===== src/hdl/odo_pkg.sv =====
// Package for the heading-fused odometry integrator.
// Holds widths, reset values, register indexes, the sequencer state type and the
// CORDIC arctangent table. No dependencies.
`default_nettype none

package odo_pkg;

   // Field and register widths
   localparam int unsigned COUNT_W     = 32;
   localparam int unsigned HEADING_W   = 16;
   localparam int unsigned POS_W       = 32;
   localparam int unsigned MPC_W       = 32;
   localparam int unsigned LIMIT_W     = 16;
   localparam int unsigned CSR_INDEX_W = 4;
   localparam int unsigned CSR_DATA_W  = 32;

   // Internal datapath widths
   localparam int unsigned DELTA_W     = 17;                    // gated count delta
   localparam int unsigned DSUM_W      = 18;                    // left + right delta
   localparam int unsigned TRIG_W      = 33;                    // cos/sin, Q1.30 plus headroom
   localparam int unsigned ANGLE_W     = 34;                    // residual angle, 2^-32 turns
   localparam int unsigned ATAN_IDX_W  = 5;
   localparam int unsigned PATH_A_W    = MPC_W + 1;             // scale, zero-extended
   localparam int unsigned PATH_P_W    = PATH_A_W + DSUM_W;     // delta sum times scale
   localparam int unsigned PATH_SHIFT  = 17;
   localparam int unsigned PATH_S_W    = PATH_P_W - PATH_SHIFT; // path length, Q16.16
   localparam int unsigned PROJ_P_W    = TRIG_W + PATH_S_W;     // length times cos/sin
   localparam int unsigned PROJ_SHIFT  = 30;
   localparam int unsigned DISP_W      = PROJ_P_W - PROJ_SHIFT; // displacement, Q16.16
   localparam int unsigned SUM_W       = DISP_W + 1;

   localparam int unsigned CORDIC_STAGES_DEF = 16;

   // Register reset values
   localparam logic [MPC_W-1:0]   MPC_RESET   = 32'd42950;
   localparam logic [LIMIT_W-1:0] LIMIT_RESET = 16'd15000;

   // Register indexes
   localparam logic [CSR_INDEX_W-1:0] CSR_METERS_PER_COUNT = 4'd0;
   localparam logic [CSR_INDEX_W-1:0] CSR_COUNT_JUMP_LIMIT = 4'd1;

   // Arithmetic constants
   localparam logic signed [TRIG_W-1:0]   CORDIC_GAIN  = 33'sd652032874;
   localparam logic signed [ANGLE_W-1:0]  QUARTER_TURN = 34'sd1073741824;
   localparam logic signed [ANGLE_W-1:0]  HALF_TURN    = 34'sd2147483648;
   localparam logic signed [PATH_P_W-1:0] PATH_ROUND   = 51'sd65536;
   localparam logic signed [PROJ_P_W-1:0] PROJ_ROUND   = 67'sd536870912;
   localparam logic signed [SUM_W-1:0]    POS_MAX      = 38'sd2147483647;
   localparam logic signed [SUM_W-1:0]    POS_MIN      = -38'sd2147483648;

   // Sequencer states
   typedef enum logic [3:0] {
      ST_IDLE,
      ST_GATE,
      ST_PATH_GO,
      ST_PATH_RUN,
      ST_ROUND,
      ST_PROJ_GO,
      ST_PROJ_RUN,
      ST_SCALE,
      ST_SAT,
      ST_EMIT
   } odo_state_type;

   // Arctangent of 2^-i in 2^-32 turns
   function automatic logic [31:0] atan_turns(input logic [ATAN_IDX_W-1:0] idx);
      logic [31:0] val;
      unique case (idx)
         5'd0:    val = 32'd536870912;
         5'd1:    val = 32'd316933405;
         5'd2:    val = 32'd167458907;
         5'd3:    val = 32'd85004756;
         5'd4:    val = 32'd42667331;
         5'd5:    val = 32'd21354465;
         5'd6:    val = 32'd10679838;
         5'd7:    val = 32'd5340245;
         5'd8:    val = 32'd2670163;
         5'd9:    val = 32'd1335086;
         5'd10:   val = 32'd667544;
         5'd11:   val = 32'd333772;
         5'd12:   val = 32'd166886;
         5'd13:   val = 32'd83443;
         5'd14:   val = 32'd41721;
         5'd15:   val = 32'd20860;
         5'd16:   val = 32'd10430;
         5'd17:   val = 32'd5215;
         5'd18:   val = 32'd2607;
         5'd19:   val = 32'd1303;
         5'd20:   val = 32'd651;
         5'd21:   val = 32'd325;
         5'd22:   val = 32'd162;
         5'd23:   val = 32'd81;
         default: val = 32'd0;
      endcase
      return val;
   endfunction

endpackage

`default_nettype wire


===== src/hdl/odo_mul_serial.sv =====
// Digit-serial signed multiplier, two multiplier bits per cycle.
// The multiplier shifts out of the low half while partial sums shift in.
// Self-contained; sized entirely by its parameters.
`default_nettype none

module odo_mul_serial #(
   parameter int unsigned NA = 33,   // multiplicand width, signed
   parameter int unsigned NB = 18    // multiplier width, signed, even
) (
   input  wire logic                    clock,
   input  wire logic                    reset,
   input  wire logic                    start,
   input  wire logic signed [NA-1:0]    a,
   input  wire logic signed [NB-1:0]    b,
   output logic                         done,
   output logic signed [NA+NB-1:0]      product
);

   localparam int unsigned HW   = NA + 3;
   localparam int unsigned NDIG = NB / 2;
   localparam int unsigned CW   = (NDIG > 1) ? $clog2(NDIG) : 1;

   logic signed [NA-1:0] a_ff, a_in;
   logic signed [HW-1:0] hi_ff, hi_in;
   logic [NB-1:0]        lo_ff, lo_in;
   logic [CW-1:0]        cnt_ff, cnt_in;
   logic                 busy_ff, busy_in;
   logic                 done_ff, done_in;

   logic signed [HW-1:0] a_ext, a_dbl, pp, acc;
   logic                 top_digit;

   // Form the partial product of one radix-4 digit; the last digit is signed
   always_comb begin
      a_ext     = $signed({{3{a_ff[NA-1]}}, a_ff});
      a_dbl     = a_ext <<< 1;
      top_digit = (cnt_ff == CW'(NDIG - 1));
      pp        = '0;
      if (lo_ff[0]) begin
         pp = a_ext;
      end
      if (lo_ff[1]) begin
         pp = top_digit ? (pp - a_dbl) : (pp + a_dbl);
      end
      acc = hi_ff + pp;
   end

   // Load on start, then add and shift one digit a cycle
   always_comb begin
      a_in    = a_ff;
      hi_in   = hi_ff;
      lo_in   = lo_ff;
      cnt_in  = cnt_ff;
      busy_in = busy_ff;
      done_in = done_ff;
      if (start) begin
         a_in    = a;
         hi_in   = '0;
         lo_in   = b;
         cnt_in  = '0;
         busy_in = 1'b1;
         done_in = 1'b0;
      end else if (busy_ff) begin
         hi_in  = acc >>> 2;
         lo_in  = {acc[1:0], lo_ff[NB-1:2]};
         cnt_in = cnt_ff + 1'b1;
         if (top_digit) begin
            busy_in = 1'b0;
            done_in = 1'b1;
         end
      end
   end

   always_ff @(posedge clock) begin
      if (reset) begin
         cnt_ff  <= '0;
         busy_ff <= 1'b0;
         done_ff <= 1'b0;
      end else begin
         cnt_ff  <= cnt_in;
         busy_ff <= busy_in;
         done_ff <= done_in;
      end
   end

   always_ff @(posedge clock) begin
      a_ff  <= a_in;
      hi_ff <= hi_in;
      lo_ff <= lo_in;
   end

   assign done    = done_ff;
   assign product = $signed({hi_ff[NA-1:0], lo_ff});

endmodule

`default_nettype wire


===== src/hdl/odo_cordic.sv =====
// Rotation-mode CORDIC, one micro-rotation per cycle on a shared add/shift unit.
// Gives cos and sin of a 16-bit binary angle in Q1.30.
// Depends on odo_pkg (widths, gain, turn constants, arctangent table).
`default_nettype none

module odo_cordic
   import odo_pkg::*;
#(
   parameter int unsigned STAGES = CORDIC_STAGES_DEF
) (
   input  wire logic                        clock,
   input  wire logic                        reset,
   input  wire logic                        start,
   input  wire logic signed [HEADING_W-1:0] angle,
   output logic                             done,
   output logic signed [TRIG_W-1:0]         cos_out,
   output logic signed [TRIG_W-1:0]         sin_out
);

   localparam int unsigned IW = (STAGES > 1) ? $clog2(STAGES) : 1;

   logic signed [TRIG_W-1:0]  x_ff, x_in, y_ff, y_in;
   logic signed [ANGLE_W-1:0] z_ff, z_in;
   logic [IW-1:0]             iter_ff, iter_in;
   logic                      busy_ff, busy_in;
   logic                      done_ff, done_in;

   logic signed [ANGLE_W-1:0] z_start, atan_step;
   logic signed [TRIG_W-1:0]  x_shift, y_shift;

   // Angle in 2^-32 turns, shifted copies and the table step for this iteration
   always_comb begin
      z_start   = $signed({{(ANGLE_W - HEADING_W - 16){angle[HEADING_W-1]}}, angle, 16'b0});
      x_shift   = x_ff >>> iter_ff;
      y_shift   = y_ff >>> iter_ff;
      atan_step = $signed({{(ANGLE_W - 32){1'b0}}, atan_turns(ATAN_IDX_W'(iter_ff))});
   end

   // Fold into the right half plane on start, then rotate toward zero angle
   always_comb begin
      x_in    = x_ff;
      y_in    = y_ff;
      z_in    = z_ff;
      iter_in = iter_ff;
      busy_in = busy_ff;
      done_in = done_ff;
      if (start) begin
         busy_in = 1'b1;
         done_in = 1'b0;
         iter_in = '0;
         y_in    = '0;
         if (z_start > QUARTER_TURN || z_start < -QUARTER_TURN) begin
            x_in = -CORDIC_GAIN;
            z_in = z_start[ANGLE_W-1] ? (z_start + HALF_TURN) : (z_start - HALF_TURN);
         end else begin
            x_in = CORDIC_GAIN;
            z_in = z_start;
         end
      end else if (busy_ff) begin
         if (!z_ff[ANGLE_W-1]) begin
            x_in = x_ff - y_shift;
            y_in = y_ff + x_shift;
            z_in = z_ff - atan_step;
         end else begin
            x_in = x_ff + y_shift;
            y_in = y_ff - x_shift;
            z_in = z_ff + atan_step;
         end
         iter_in = iter_ff + 1'b1;
         if (iter_ff == IW'(STAGES - 1)) begin
            busy_in = 1'b0;
            done_in = 1'b1;
         end
      end
   end

   always_ff @(posedge clock) begin
      if (reset) begin
         iter_ff <= '0;
         busy_ff <= 1'b0;
         done_ff <= 1'b0;
      end else begin
         iter_ff <= iter_in;
         busy_ff <= busy_in;
         done_ff <= done_in;
      end
   end

   always_ff @(posedge clock) begin
      x_ff <= x_in;
      y_ff <= y_in;
      z_ff <= z_in;
   end

   assign done    = done_ff;
   assign cos_out = x_ff;
   assign sin_out = y_ff;

endmodule

`default_nettype wire


===== src/hdl/heading_fused_odometry_integrator.sv =====
// Top level of the heading-fused odometry integrator: sequencer, registers, gating,
// rounding and saturation. Depends on odo_pkg, odo_mul_serial and odo_cordic.
//
//   channel   | handshake                    | payload
//   ----------+------------------------------+---------------------------------------------
//   req       | req_valid / req_ready        | left_count, right_count, heading_angle, fresh
//   rsp       | rsp_valid / rsp_ready        | x_position, y_position, updated
//   csr       | csr_write_enable (no wait)   | csr_index, csr_write_data
//
// One transaction at a time. A fresh transaction after seeding runs in two phases: the
// longer of the CORDIC loop, one rotation a cycle, and the nine-digit path multiplier sets
// the first phase, and the 34-bit serial multipliers, two bits a cycle, set the second.
// Stale and seeding transactions go from the gate state straight to the emit state.
// Reset (synchronous) clears position, stored counts and the seeded flag, and restores
// the register defaults. A stalled result sits in the output register while the next
// request is accepted; the block waits only when a second result is ready first.
`default_nettype none

module heading_fused_odometry_integrator
   import odo_pkg::*;
#(
   parameter int unsigned CORDIC_STAGES = CORDIC_STAGES_DEF
) (
   input  wire logic                          clock,
   input  wire logic                          reset,
   // request channel
   input  wire logic                          req_valid,
   output logic                               req_ready,
   input  wire logic signed [COUNT_W-1:0]     req_left_count,
   input  wire logic signed [COUNT_W-1:0]     req_right_count,
   input  wire logic signed [HEADING_W-1:0]   req_heading_angle,
   input  wire logic                          req_heading_fresh,
   // response channel
   output logic                               rsp_valid,
   input  wire logic                          rsp_ready,
   output logic signed [POS_W-1:0]            rsp_x_position,
   output logic signed [POS_W-1:0]            rsp_y_position,
   output logic                               rsp_updated,
   // register write port
   input  wire logic                          csr_write_enable,
   input  wire logic [CSR_INDEX_W-1:0]        csr_index,
   input  wire logic [CSR_DATA_W-1:0]         csr_write_data
);

   // Keep a count delta only when 0 < |delta| < limit
   function automatic logic signed [DELTA_W-1:0] gate_delta(
      input logic [COUNT_W-1:0] cur,
      input logic [COUNT_W-1:0] prev,
      input logic [LIMIT_W-1:0] limit
   );
      logic [COUNT_W-1:0] diff;
      logic [COUNT_W:0]   mag;
      logic signed [DELTA_W-1:0] res;
      diff = cur - prev;
      mag  = diff[COUNT_W-1] ? ((COUNT_W+1)'(0) - {diff[COUNT_W-1], diff}) : {1'b0, diff};
      res  = '0;
      if (diff != '0 && mag < {{(COUNT_W + 1 - LIMIT_W){1'b0}}, limit}) begin
         res = $signed(diff[DELTA_W-1:0]);
      end
      return res;
   endfunction

   odo_state_type state_ff, state_in;

   // Configuration registers
   logic [MPC_W-1:0]   mpc_ff, mpc_in;
   logic [LIMIT_W-1:0] limit_ff, limit_in;

   // Captured request
   logic [COUNT_W-1:0]          in_left_ff, in_right_ff;
   logic signed [HEADING_W-1:0] in_heading_ff;
   logic                        in_fresh_ff;

   // Odometry state
   logic [COUNT_W-1:0]      last_left_ff, last_right_ff;
   logic signed [POS_W-1:0] pos_x_ff, pos_x_in, pos_y_ff, pos_y_in;
   logic                    seeded_ff;

   // Work registers
   logic signed [DELTA_W-1:0]  dl_ff, dr_ff;
   logic signed [PATH_S_W-1:0] s_ff;
   logic signed [DISP_W-1:0]   dx_ff, dy_ff;
   logic                       upd_ff;

   // Output register
   logic                    rsp_valid_ff;
   logic signed [POS_W-1:0] rsp_x_ff, rsp_y_ff;
   logic                    rsp_upd_ff;

   // Sequencer controls
   logic accept, gate_en, path_go, round_en, proj_go, scale_en, sat_en, emit_load;

   // Unit connections
   logic signed [DSUM_W-1:0]   dsum;
   logic signed [PATH_A_W-1:0] path_a;
   logic signed [PATH_P_W-1:0] path_prod, path_rnd;
   logic signed [PROJ_P_W-1:0] prod_x, prod_y, rnd_x, rnd_y;
   logic signed [TRIG_W-1:0]   cos_val, sin_val;
   logic                       path_done, cordic_done, x_done, y_done;
   logic signed [SUM_W-1:0]    sum_x, sum_y;

   // Sum the gated deltas; the scale rides as a positive signed value
   assign dsum   = $signed({dl_ff[DELTA_W-1], dl_ff}) + $signed({dr_ff[DELTA_W-1], dr_ff});
   assign path_a = $signed({1'b0, mpc_ff});

   odo_mul_serial #(
      .NA (PATH_A_W),
      .NB (DSUM_W)
   ) u_path_mul (
      .clock   (clock),
      .reset   (reset),
      .start   (path_go),
      .a       (path_a),
      .b       (dsum),
      .done    (path_done),
      .product (path_prod)
   );

   odo_cordic #(
      .STAGES (CORDIC_STAGES)
   ) u_cordic (
      .clock   (clock),
      .reset   (reset),
      .start   (path_go),
      .angle   (in_heading_ff),
      .done    (cordic_done),
      .cos_out (cos_val),
      .sin_out (sin_val)
   );

   odo_mul_serial #(
      .NA (TRIG_W),
      .NB (PATH_S_W)
   ) u_x_mul (
      .clock   (clock),
      .reset   (reset),
      .start   (proj_go),
      .a       (cos_val),
      .b       (s_ff),
      .done    (x_done),
      .product (prod_x)
   );

   odo_mul_serial #(
      .NA (TRIG_W),
      .NB (PATH_S_W)
   ) u_y_mul (
      .clock   (clock),
      .reset   (reset),
      .start   (proj_go),
      .a       (sin_val),
      .b       (s_ff),
      .done    (y_done),
      .product (prod_y)
   );

   // Round to nearest by adding half an output step, then drop the low bits
   assign path_rnd = path_prod + PATH_ROUND;
   assign rnd_x    = prod_x + PROJ_ROUND;
   assign rnd_y    = prod_y + PROJ_ROUND;

   // Add displacement and clamp to the signed 32-bit range
   always_comb begin
      sum_x = $signed({{(SUM_W - POS_W){pos_x_ff[POS_W-1]}}, pos_x_ff})
            + $signed({dx_ff[DISP_W-1], dx_ff});
      sum_y = $signed({{(SUM_W - POS_W){pos_y_ff[POS_W-1]}}, pos_y_ff})
            + $signed({dy_ff[DISP_W-1], dy_ff});
      if (sum_x > POS_MAX) begin
         pos_x_in = POS_MAX[POS_W-1:0];
      end else if (sum_x < POS_MIN) begin
         pos_x_in = POS_MIN[POS_W-1:0];
      end else begin
         pos_x_in = sum_x[POS_W-1:0];
      end
      if (sum_y > POS_MAX) begin
         pos_y_in = POS_MAX[POS_W-1:0];
      end else if (sum_y < POS_MIN) begin
         pos_y_in = POS_MIN[POS_W-1:0];
      end else begin
         pos_y_in = sum_y[POS_W-1:0];
      end
   end

   // Next state
   always_comb begin
      state_in = state_ff;
      unique case (state_ff)
         ST_IDLE:     if (req_valid) state_in = ST_GATE;
         ST_GATE:     state_in = (in_fresh_ff && seeded_ff) ? ST_PATH_GO : ST_EMIT;
         ST_PATH_GO:  state_in = ST_PATH_RUN;
         ST_PATH_RUN: if (path_done && cordic_done) state_in = ST_ROUND;
         ST_ROUND:    state_in = ST_PROJ_GO;
         ST_PROJ_GO:  state_in = ST_PROJ_RUN;
         ST_PROJ_RUN: if (x_done && y_done) state_in = ST_SCALE;
         ST_SCALE:    state_in = ST_SAT;
         ST_SAT:      state_in = ST_EMIT;
         ST_EMIT:     if (!rsp_valid_ff || rsp_ready) state_in = ST_IDLE;
         default:     state_in = ST_IDLE;
      endcase
   end

   // Sequencer outputs
   always_comb begin
      req_ready = (state_ff == ST_IDLE);
      accept    = req_ready && req_valid;
      gate_en   = (state_ff == ST_GATE);
      path_go   = (state_ff == ST_PATH_GO);
      round_en  = (state_ff == ST_ROUND);
      proj_go   = (state_ff == ST_PROJ_GO);
      scale_en  = (state_ff == ST_SCALE);
      sat_en    = (state_ff == ST_SAT);
      emit_load = (state_ff == ST_EMIT) && (!rsp_valid_ff || rsp_ready);
   end

   // Register writes; unknown indexes drop
   always_comb begin
      mpc_in   = mpc_ff;
      limit_in = limit_ff;
      if (csr_write_enable) begin
         unique case (csr_index)
            CSR_METERS_PER_COUNT: mpc_in   = csr_write_data[MPC_W-1:0];
            CSR_COUNT_JUMP_LIMIT: limit_in = csr_write_data[LIMIT_W-1:0];
            default: begin
               mpc_in   = mpc_ff;
               limit_in = limit_ff;
            end
         endcase
      end
   end

   // Control and architectural state
   always_ff @(posedge clock) begin
      if (reset) begin
         state_ff      <= ST_IDLE;
         mpc_ff        <= MPC_RESET;
         limit_ff      <= LIMIT_RESET;
         last_left_ff  <= '0;
         last_right_ff <= '0;
         pos_x_ff      <= '0;
         pos_y_ff      <= '0;
         seeded_ff     <= 1'b0;
         rsp_valid_ff  <= 1'b0;
      end else begin
         state_ff <= state_in;
         mpc_ff   <= mpc_in;
         limit_ff <= limit_in;
         // replace stored counts on any fresh transaction, seed on the first
         if (gate_en && in_fresh_ff) begin
            last_left_ff  <= in_left_ff;
            last_right_ff <= in_right_ff;
            seeded_ff     <= 1'b1;
         end
         if (sat_en) begin
            pos_x_ff <= pos_x_in;
            pos_y_ff <= pos_y_in;
         end
         if (emit_load) begin
            rsp_valid_ff <= 1'b1;
         end else if (rsp_ready) begin
            rsp_valid_ff <= 1'b0;
         end
      end
   end

   // Payload registers
   always_ff @(posedge clock) begin
      if (accept) begin
         in_left_ff    <= req_left_count;
         in_right_ff   <= req_right_count;
         in_heading_ff <= req_heading_angle;
         in_fresh_ff   <= req_heading_fresh;
      end
      if (gate_en) begin
         dl_ff  <= gate_delta(in_left_ff, last_left_ff, limit_ff);
         dr_ff  <= gate_delta(in_right_ff, last_right_ff, limit_ff);
         upd_ff <= 1'b0;
      end
      if (round_en) begin
         s_ff <= path_rnd[PATH_P_W-1:PATH_SHIFT];
      end
      if (scale_en) begin
         dx_ff <= rnd_x[PROJ_P_W-1:PROJ_SHIFT];
         dy_ff <= rnd_y[PROJ_P_W-1:PROJ_SHIFT];
      end
      if (sat_en) begin
         upd_ff <= 1'b1;
      end
      if (emit_load) begin
         rsp_x_ff   <= pos_x_ff;
         rsp_y_ff   <= pos_y_ff;
         rsp_upd_ff <= upd_ff;
      end
   end

   assign rsp_valid      = rsp_valid_ff;
   assign rsp_x_position = rsp_x_ff;
   assign rsp_y_position = rsp_y_ff;
   assign rsp_updated    = rsp_upd_ff;

endmodule

`default_nettype wire


===== config.mk =====
export PLATFORM = sky130hd
export DESIGN_NAME = heading_fused_odometry_integrator
export DESIGN_NICKNAME = d
export VERILOG_FILES = /design/src/hdl/odo_pkg.sv /design/src/hdl/odo_mul_serial.sv /design/src/hdl/odo_cordic.sv /design/src/hdl/heading_fused_odometry_integrator.sv
export SDC_FILE = /design/constraint.sdc
export NUM_CORES = 2
export LEC_CHECK = 0
export BUFFER_PORTS_ARGS = -buffer_cell sky130_fd_sc_hd__buf_2
export CAP_MARGIN = 30
export CORE_MARGIN = 1
export CORE_UTILIZATION = 50
export CTS_CLUSTER_DIAMETER = 60
export DETAILED_ROUTE_END_ITERATION = 6
export PLACE_DENSITY = 0.67
export SLEW_MARGIN = 20
export SYNTH_ARGS = -nofsm -noshare
export SYNTH_HDL_FRONTEND = slang
export SYNTH_SLANG_ARGS = --single-unit

===== constraint.sdc =====
create_clock -name clock -period 14.6 [get_ports clock]
set_clock_uncertainty 0.1 [all_clocks]
set_input_delay 2.19 -clock clock [delete_from_list [all_inputs] [get_ports clock]]
set_output_delay 2.19 -clock clock [all_outputs]
set_load 0.03 [all_outputs]

==> Word-level counts from Yosys, hierarchy flattened <==
Memory sizes are Yosys's and may differ from the RTL's. A register that Yosys moved wholly into a read port is not among the register bits.
Cells that the tools add are included.
{ "op_classes": {"eq_ne": 18, "order_cmp": 8, "reduce_logical": 29, "div": 0, "shifts": 2, "bitwise_logic": 0, "addsub": 31, "n_mul": 0, "n_mux": 53} }
{ "op_table": {"columns": ["op", "n"], "rows": [
  ["34-bit 2-to-1 mux", 9],
  ["36-bit 2-to-1 mux", 8],
  ["33-bit 2-to-1 mux", 7],
  ["32-bit 2-to-1 mux", 5],
  ["67-bit by 31-bit adder with 67-bit output (second input constant)", 2],
  ["34-bit by 36-bit adder with 36-bit output", 3],
  ["36-bit by 34-bit adder with 36-bit output", 3],
  ["36-bit by 34-bit subtractor with 36-bit output", 3],
  ["32-bit by 37-bit adder with 38-bit output", 2],
  ["38-bit by 32-bit > comparator with 1-bit output (second input constant)", 2],
  ["38-bit by 32-bit < comparator with 1-bit output (second input constant)", 2],
  ["33-bit adder", 2],
  ["33-bit by 16-bit < comparator with 1-bit output", 2],
  ["33-bit by 4-bit >>> shifter with 33-bit output", 2],
  ["1-bit by 32-bit subtractor with 33-bit output (first input constant)", 2],
  ["33-bit subtractor", 2],
  ["32-bit nonzero test", 2],
  ["32-bit subtractor", 2],
  ["51-bit by 18-bit adder with 51-bit output (second input constant)", 1],
  ["4-bit case mux with 10 select lines", 1],
  ["18-bit 2-to-1 mux", 2],
  ["32-bit by 33-bit adder with 34-bit output (second input constant)", 1],
  ["34-bit by 33-bit adder with 34-bit output", 1],
  ["32-bit by 33-bit subtractor with 34-bit output (second input constant)", 1],
  ["22 further kinds", 74]
]} }
{ "totals": {"in_bits": 122, "output_inout_bits": 67, "ramBits": 0, "latch_bits": 0, "mem_count": 1, "romBits": 480, "regBits": 883, "word_cells": 188} }
{ "mem_list": {"columns": ["memory", "depth", "width", "read_ports", "rd_ports_with_merged_regs", "wr", "line_no", "text"], "rows": [
  ["(name not given)", 16, 30, 1, 1, 0, "odo_pkg.sv:68", "unique case (idx)"]
]} }

==> Longest topological paths before layout <==
{ "logic_depth": {"ltp_word": 7, "ltp_mapped": 34, "mapped_depth_nobuf": 33} }

==> By module <==
From an unflattened synthesis, not the netlist that was laid out.
{ "hier_totals": {"hier_cells": 7867, "hier_area_um2": 71431.0} }
{ "by_module_without_submodules": {"columns": ["module", "area_per_inst_um2", "seq_area_each_um2", "cells_per_inst", "n_inst"], "rows": [
  ["heading_fused_odometry_integrator", 29117.9, 12311.8, 3137, 1],
  ["odo_cordic", 15891.5, 3393.3, 1848, 1],
  ["odo_mul_serial at u_x_mul", 9265.1, 2832.7, 1006, 1],
  ["odo_mul_serial at u_y_mul", 9023.7, 2832.7, 965, 1],
  ["odo_mul_serial at u_path_mul", 8132.8, 2332.2, 911, 1]
]} }

==> Least setup slack after synthesis <==
OpenSTA, ideal clock, no wires.
{ "synth_path": {"path_type": "register to register", "from": "reg u_x_mul.cnt_ff[0]", "to": "reg u_x_mul.hi_ff[32]", "arrival_time_ns": 6.587, "required_time_ns": 14.365, "path_buffers": 2, "setup_ns": 0.135, "synth_period_minus_slack_ns": 6.822, "path_slack_ns": 7.778, "stages_incl_launch_ff": 33, "cell_sequence": "dfxtp_1 > inv_1 > ha_1 > nor4bb_1 > clkbuf_1 > buf_1 > nor2_1 > xnor2_1 > ha_1 > a21o_1 > a41o_1 > or2_2 > a21o_1 > a21o_1 > a21o_1 > a21oi_1 > xor2_1 > mux2i_1 > ha_1 > a21o_1 > a21o_1 > a21o_1 > or4_1 > o21ai_0 > o221ai_1 > a211oi_1 > o21bai_1 > a21oi_1 > o311ai_0 > a221oi_1 > a21oi_1 > xnor2_1 > a21oi_1"} }
{ "synth_via": {"elab_chain_cells": 4} }
{ "synth_lines": {"columns": ["item", "line_no", "text"], "rows": [
  ["start: declaration", "odo_mul_serial.sv:26", "logic [CW-1:0] cnt_ff, cnt_in;"],
  ["start signal: assignment", "odo_mul_serial.sv:80", "cnt_ff <= cnt_in;"],
  ["5-bit equality test", "odo_mul_serial.sv:37", "top_digit = (cnt_ff == CW'(NDIG - 1));"],
  ["36-bit 2-to-1 mux", "odo_mul_serial.sv:43", "pp = top_digit ? (pp - a_dbl) : (pp + a_dbl);"],
  ["36-bit 2-to-1 mux", "odo_mul_serial.sv:42", "if (lo_ff[1]) begin"],
  ["34-bit by 36-bit adder with 36-bit output", "odo_mul_serial.sv:45", "acc = hi_ff + pp;"],
  ["end signal: assignment", "odo_mul_serial.sv:88", "hi_ff <= hi_in;"],
  ["end: declaration", "odo_mul_serial.sv:24", "logic signed [HW-1:0] hi_ff, hi_in;"]
]} }
No other way between the ends.
A chain may end at the register's enable or synchronous reset.

==> Worst setup path in the final report <==
{ "layout_path": {"from": "reg u_x_mul.cnt_ff[0]", "to": "reg, netlist name u_x_mul.hi_ff[33]"} }
{ "layout_via": {"elab_chain_cells": 4} }
{ "layout_lines": {"columns": ["item", "line_no"], "rows": [
  ["5-bit equality test", "odo_mul_serial.sv:37"],
  ["36-bit 2-to-1 mux", "odo_mul_serial.sv:43"],
  ["36-bit 2-to-1 mux", "odo_mul_serial.sv:42"],
  ["34-bit by 36-bit adder with 36-bit output", "odo_mul_serial.sv:45"]
]} }
No other way between the ends.

==> summary.md <==
| Metric | Value |
|---|---|
| Status | `completed` |
| Fin util | `around 56%` |
| R2R depth | `31` |
| Setup violators final | `0` |
| Type of the tightest min-delay check | `reg2reg` |
| Pwr per Cell Area | `roughly 130 nW/µm²` |
| Fillers | `between 10000 and 15000` |
| Post-synth cell types | `100` |
| Met3 wire length | `about 6700 µm` |
| DRT Pass-1 Iters | `5` |
| Post-synth EDFFs | `approximately 540` |
| IO Pins | `189` |
| Synth warn | `0` |
| Synth async-reset ratio | `0%` |
| Total Wirelength | `between 150000 and 200000 µm` |
| Reg2reg start | `u_x_mul.cnt_ff[0]` |
| CTS clk-pin slew, worst paths | `approximately 0.06 ns` |
| CP max stage delay | `0.62 ns` |
| Final Hold Vio Count | `0` |
| Worst skew pair latency | `around 0.73 ns` |
| Max_slew headroom | `~34%` |
| TritonCTS Buffers | `about 110` |
| Ranking of synthesized cells by area | `edfxtp_1 24%, dfxtp_1 11%, ha_1 10%, xnor2_1 5.6%, nand2_1 5.0%` |
| RSZ-0062 raised after global routing | `false` |
| Final Max Slew Viols | `0` |
| Area share of the largest cell type after synthesis | `between 20 and 25%` |
| Worst Setup EP | `u_x_mul.hi_ff[33]` |
| Row cnt | `roughly 130` |
| CTS tree | `built` |
| H-tree levels | `3` |
| Initial antenna violation count | `5` |
| Post-CTS setup-driven buffer insertion count | `0` |
| Largest net degree at the start of global routing | `roughly 120` |
| Via count of the first global-routing pass | `around 51000` |
| Ys flop type | `edfxtp_1` |
| Post-CTS sizing | `0` |
| Net Count, Synth | `8142` |
| Crit Path Class | `reg2reg` |
| Crit-path leading delay family | `compound AO/OA/AOI/OAI gates` |
| Seq cells post-synth | `913` |
| Peak Freq | `roughly 0.13 GHz` |
| First-pass GRT wire length | `between 200000 and 300000 µm` |
| Met1 WL | `between 70000 and 80000 µm` |
| Top layer in use | `met4` |
| GRT Overall Usage | `between 20% and 30%` |
| CTS sink count | `~910` |
| Crit. End Element | `flop` |
| Routed via count | `53300` |
| Met2 wire len | `~70000 µm` |
| Internal reg-to-reg setup slack | `~7.0 ns` |
| P&R area growth vs syn | `9.89%` |
| CP max stage cell | `nand4bb_1` |
| CP dominant cell by count | `a21oi_1` |
| Clk buf depth | `3` |
| Max FO, Critical Path | `19` |
| CP Launch Type | `flop` |
| Worst EP arrival | `approximately 8.2 ns` |
| Core Region | `132000 µm²` |
| Post-synth top area cell | `edfxtp_1` |
| Root Buffer Master | `clkbuf_16` |
| WL/cell | `16.6 µm` |
| Sequential element share of the synthesized area | `35.5%` |
| # port buffers | `around 190` |
| Leakage | `~0.030 µW` |
| Worst-Margin Slew | `0.994 ns` |
| Worst Setup SP | `u_x_mul.cnt_ff[0]` |
| Height of the die | `roughly 370 µm` |
| Hold Buf Count CTS | `0` |
| Post-synth top cells | `884 x nand2_1, 706 x nor2_1, 620 x a21oi_1` |
| Tcrit/Tclk final | `a little over half` |
| CP required | `15.15 ns` |
| Setup TNS Final | `0 ns` |
| Count leader, synth | `nand2_1` |
| Critical path depth | `31` |
| Grt ovf | `0` |
| Reg-to-reg endpoint | `u_x_mul.hi_ff[33]` |
| Post-route DRC | `0` |
| Nets | `just over 8000` |
| Via/cell ratio | `5.67` |
| Detail Placement HPWL | `approximately 120000 µm` |
| Synthesized cell area | `around 67000 µm²` |
| Gpl congestion | `slightly above 0.9` |
| WP buf/inv | `1` |
| Post-Syn Instances | `between 7000 and 8000` |
| Peak VDD IR | `0.113 mV` |
| Die width | `~370 µm` |
| Layout cell share with drive strength beyond 1 | `about a tenth` |
| Final ANT Viol Nets | `0` |
| Starting Density | `about half` |
| Max Cap Violations | `0` |
| Crit path time final | `between 7 and 8 ns` |
| Synth Area per Inst | `~8.9 µm²` |
| First DRT Iteration DRCs | `approximately 3700` |
| Area of the die | `135000 µm²` |
layout by cell type, fill, tap and decap left out, types with 46 or more instances in the layout:
cell / instances
xnor2_1: 422
buf_2: 187
mux4_2: 65
mux2_2: 111
and2_1: 138
nor2b_1: 73
a211oi_1: 117
nand3_1: 152
edfxtp_1: 539
a21oi_1: 620
o21bai_1: 65
o21ai_0: 351
nand2b_1: 92
xor2_1: 245
o21a_1: 71
nor3_1: 149
a21o_1: 198
inv_1: 312
o31ai_1: 55
ha_1: 547
dfxtp_1: 366
nor2_1: 704
a31oi_1: 77
buf_4: 46
nand2_1: 882
and3_1: 79
or3_1: 47
nand4_1: 46
mux2i_1: 157
clkbuf_16: 115
worst register-to-register path: cells and delay by family, from the launching register on:
kind	cells	cell delay, ns
muxes	2	0.46
buffers and inverters	1	0.07
DFF	1	0.35
AOI/OAI and AO/OA	19	4.43
adders and majority gates	3	0.83
xor gates and xnor gates	1	0.13
and+or+nand+nor	5	1.21
worst min-delay path by stage:
stage | from | to | slack [ns] | cells after the start
after floorplan | mpc_ff[0] | u_path_mul.a_ff[0] | 0.31 | 0
after global placement | mpc_ff[17] | u_path_mul.a_ff[17] | 0.31 | 0
after detailed placement | mpc_ff[20] | u_path_mul.a_ff[20] | 0.32 | 0
after CTS | mpc_ff[17] | u_path_mul.a_ff[17] | 0.33 | 0
after global routing | mpc_ff[20] | u_path_mul.a_ff[20] | 0.34 | 0
final | mpc_ff[17] | u_path_mul.a_ff[17] | 0.33 | 0
sequential cells by signal (all words and copies together), names as in the netlist, 34 cells and up:
name / count
dx_ff: 37
dy_ff: 37
s_ff: 34
u_cordic.z_ff: 34
u_path_mul.hi_ff: 34
u_x_mul.hi_ff: 34
u_x_mul.lo_ff: 34
u_y_mul.hi_ff: 34
u_y_mul.lo_ff: 34
cell type report:
class                           count  area [µm²]  share of cell area [%]
Sequential cell                   913       23700                    32.3
Timing Repair Buffer              242        1420                    1.93
Antenna cell                        3        7.51                  0.0102
Clock inverter                     80         917                    1.25
Clock buffer                      132        3030                    4.13
Multi-Input combinational cell   5957       40900                    55.7
Tap cell                         1755        2200                    2.99
Inverter                          318        1200                    1.64
logic make-up after synthesis:
family	Yosys count	share of synthesized area, %
xor+xnor	670	8.82
buf+inv	588	3.41
mux	333	6.42
compound gates	1830	17.3
fa+ha+maj	562	10.7
flops	913	35.5
simple gates	2562	17.9
metrics by stage:
step	worst slack [ns]	instances	total power (µW)	hold slack [ns]	cell area, µm²
finish	6.96	9400	9820	0.328	73300
detailed placement	6.81	9181	6940	0.316	69300
floorplan	7.78	7458	6140	0.308	66700
CTS	6.73	9393	9860	0.329	73300
global route	6.06	9400	10500	0.336	73300
global placement	6.89	9176	6850	0.313	69200
report_power, final:
group / leakage, µW / switching (µW) / internal [µW]
combinational: 0.0199 / 1970 / 1520
sequential: 0.00804 / 363 / 3090
clock: 0.00193 / 1170 / 1710
layer usage:
| layer | vias to the layer above | global-route usage (%) |
|---|---|---|
| met2 | 1157 | 36.9 |
| li1 | 27100 | - |
| met3 | 252 | 2.58 |
| met5 | - | 0 |
| met4 | 0 | 7.34 |
| met1 | 24800 | 31.1 |
Power figures use the tool's default switching activity.
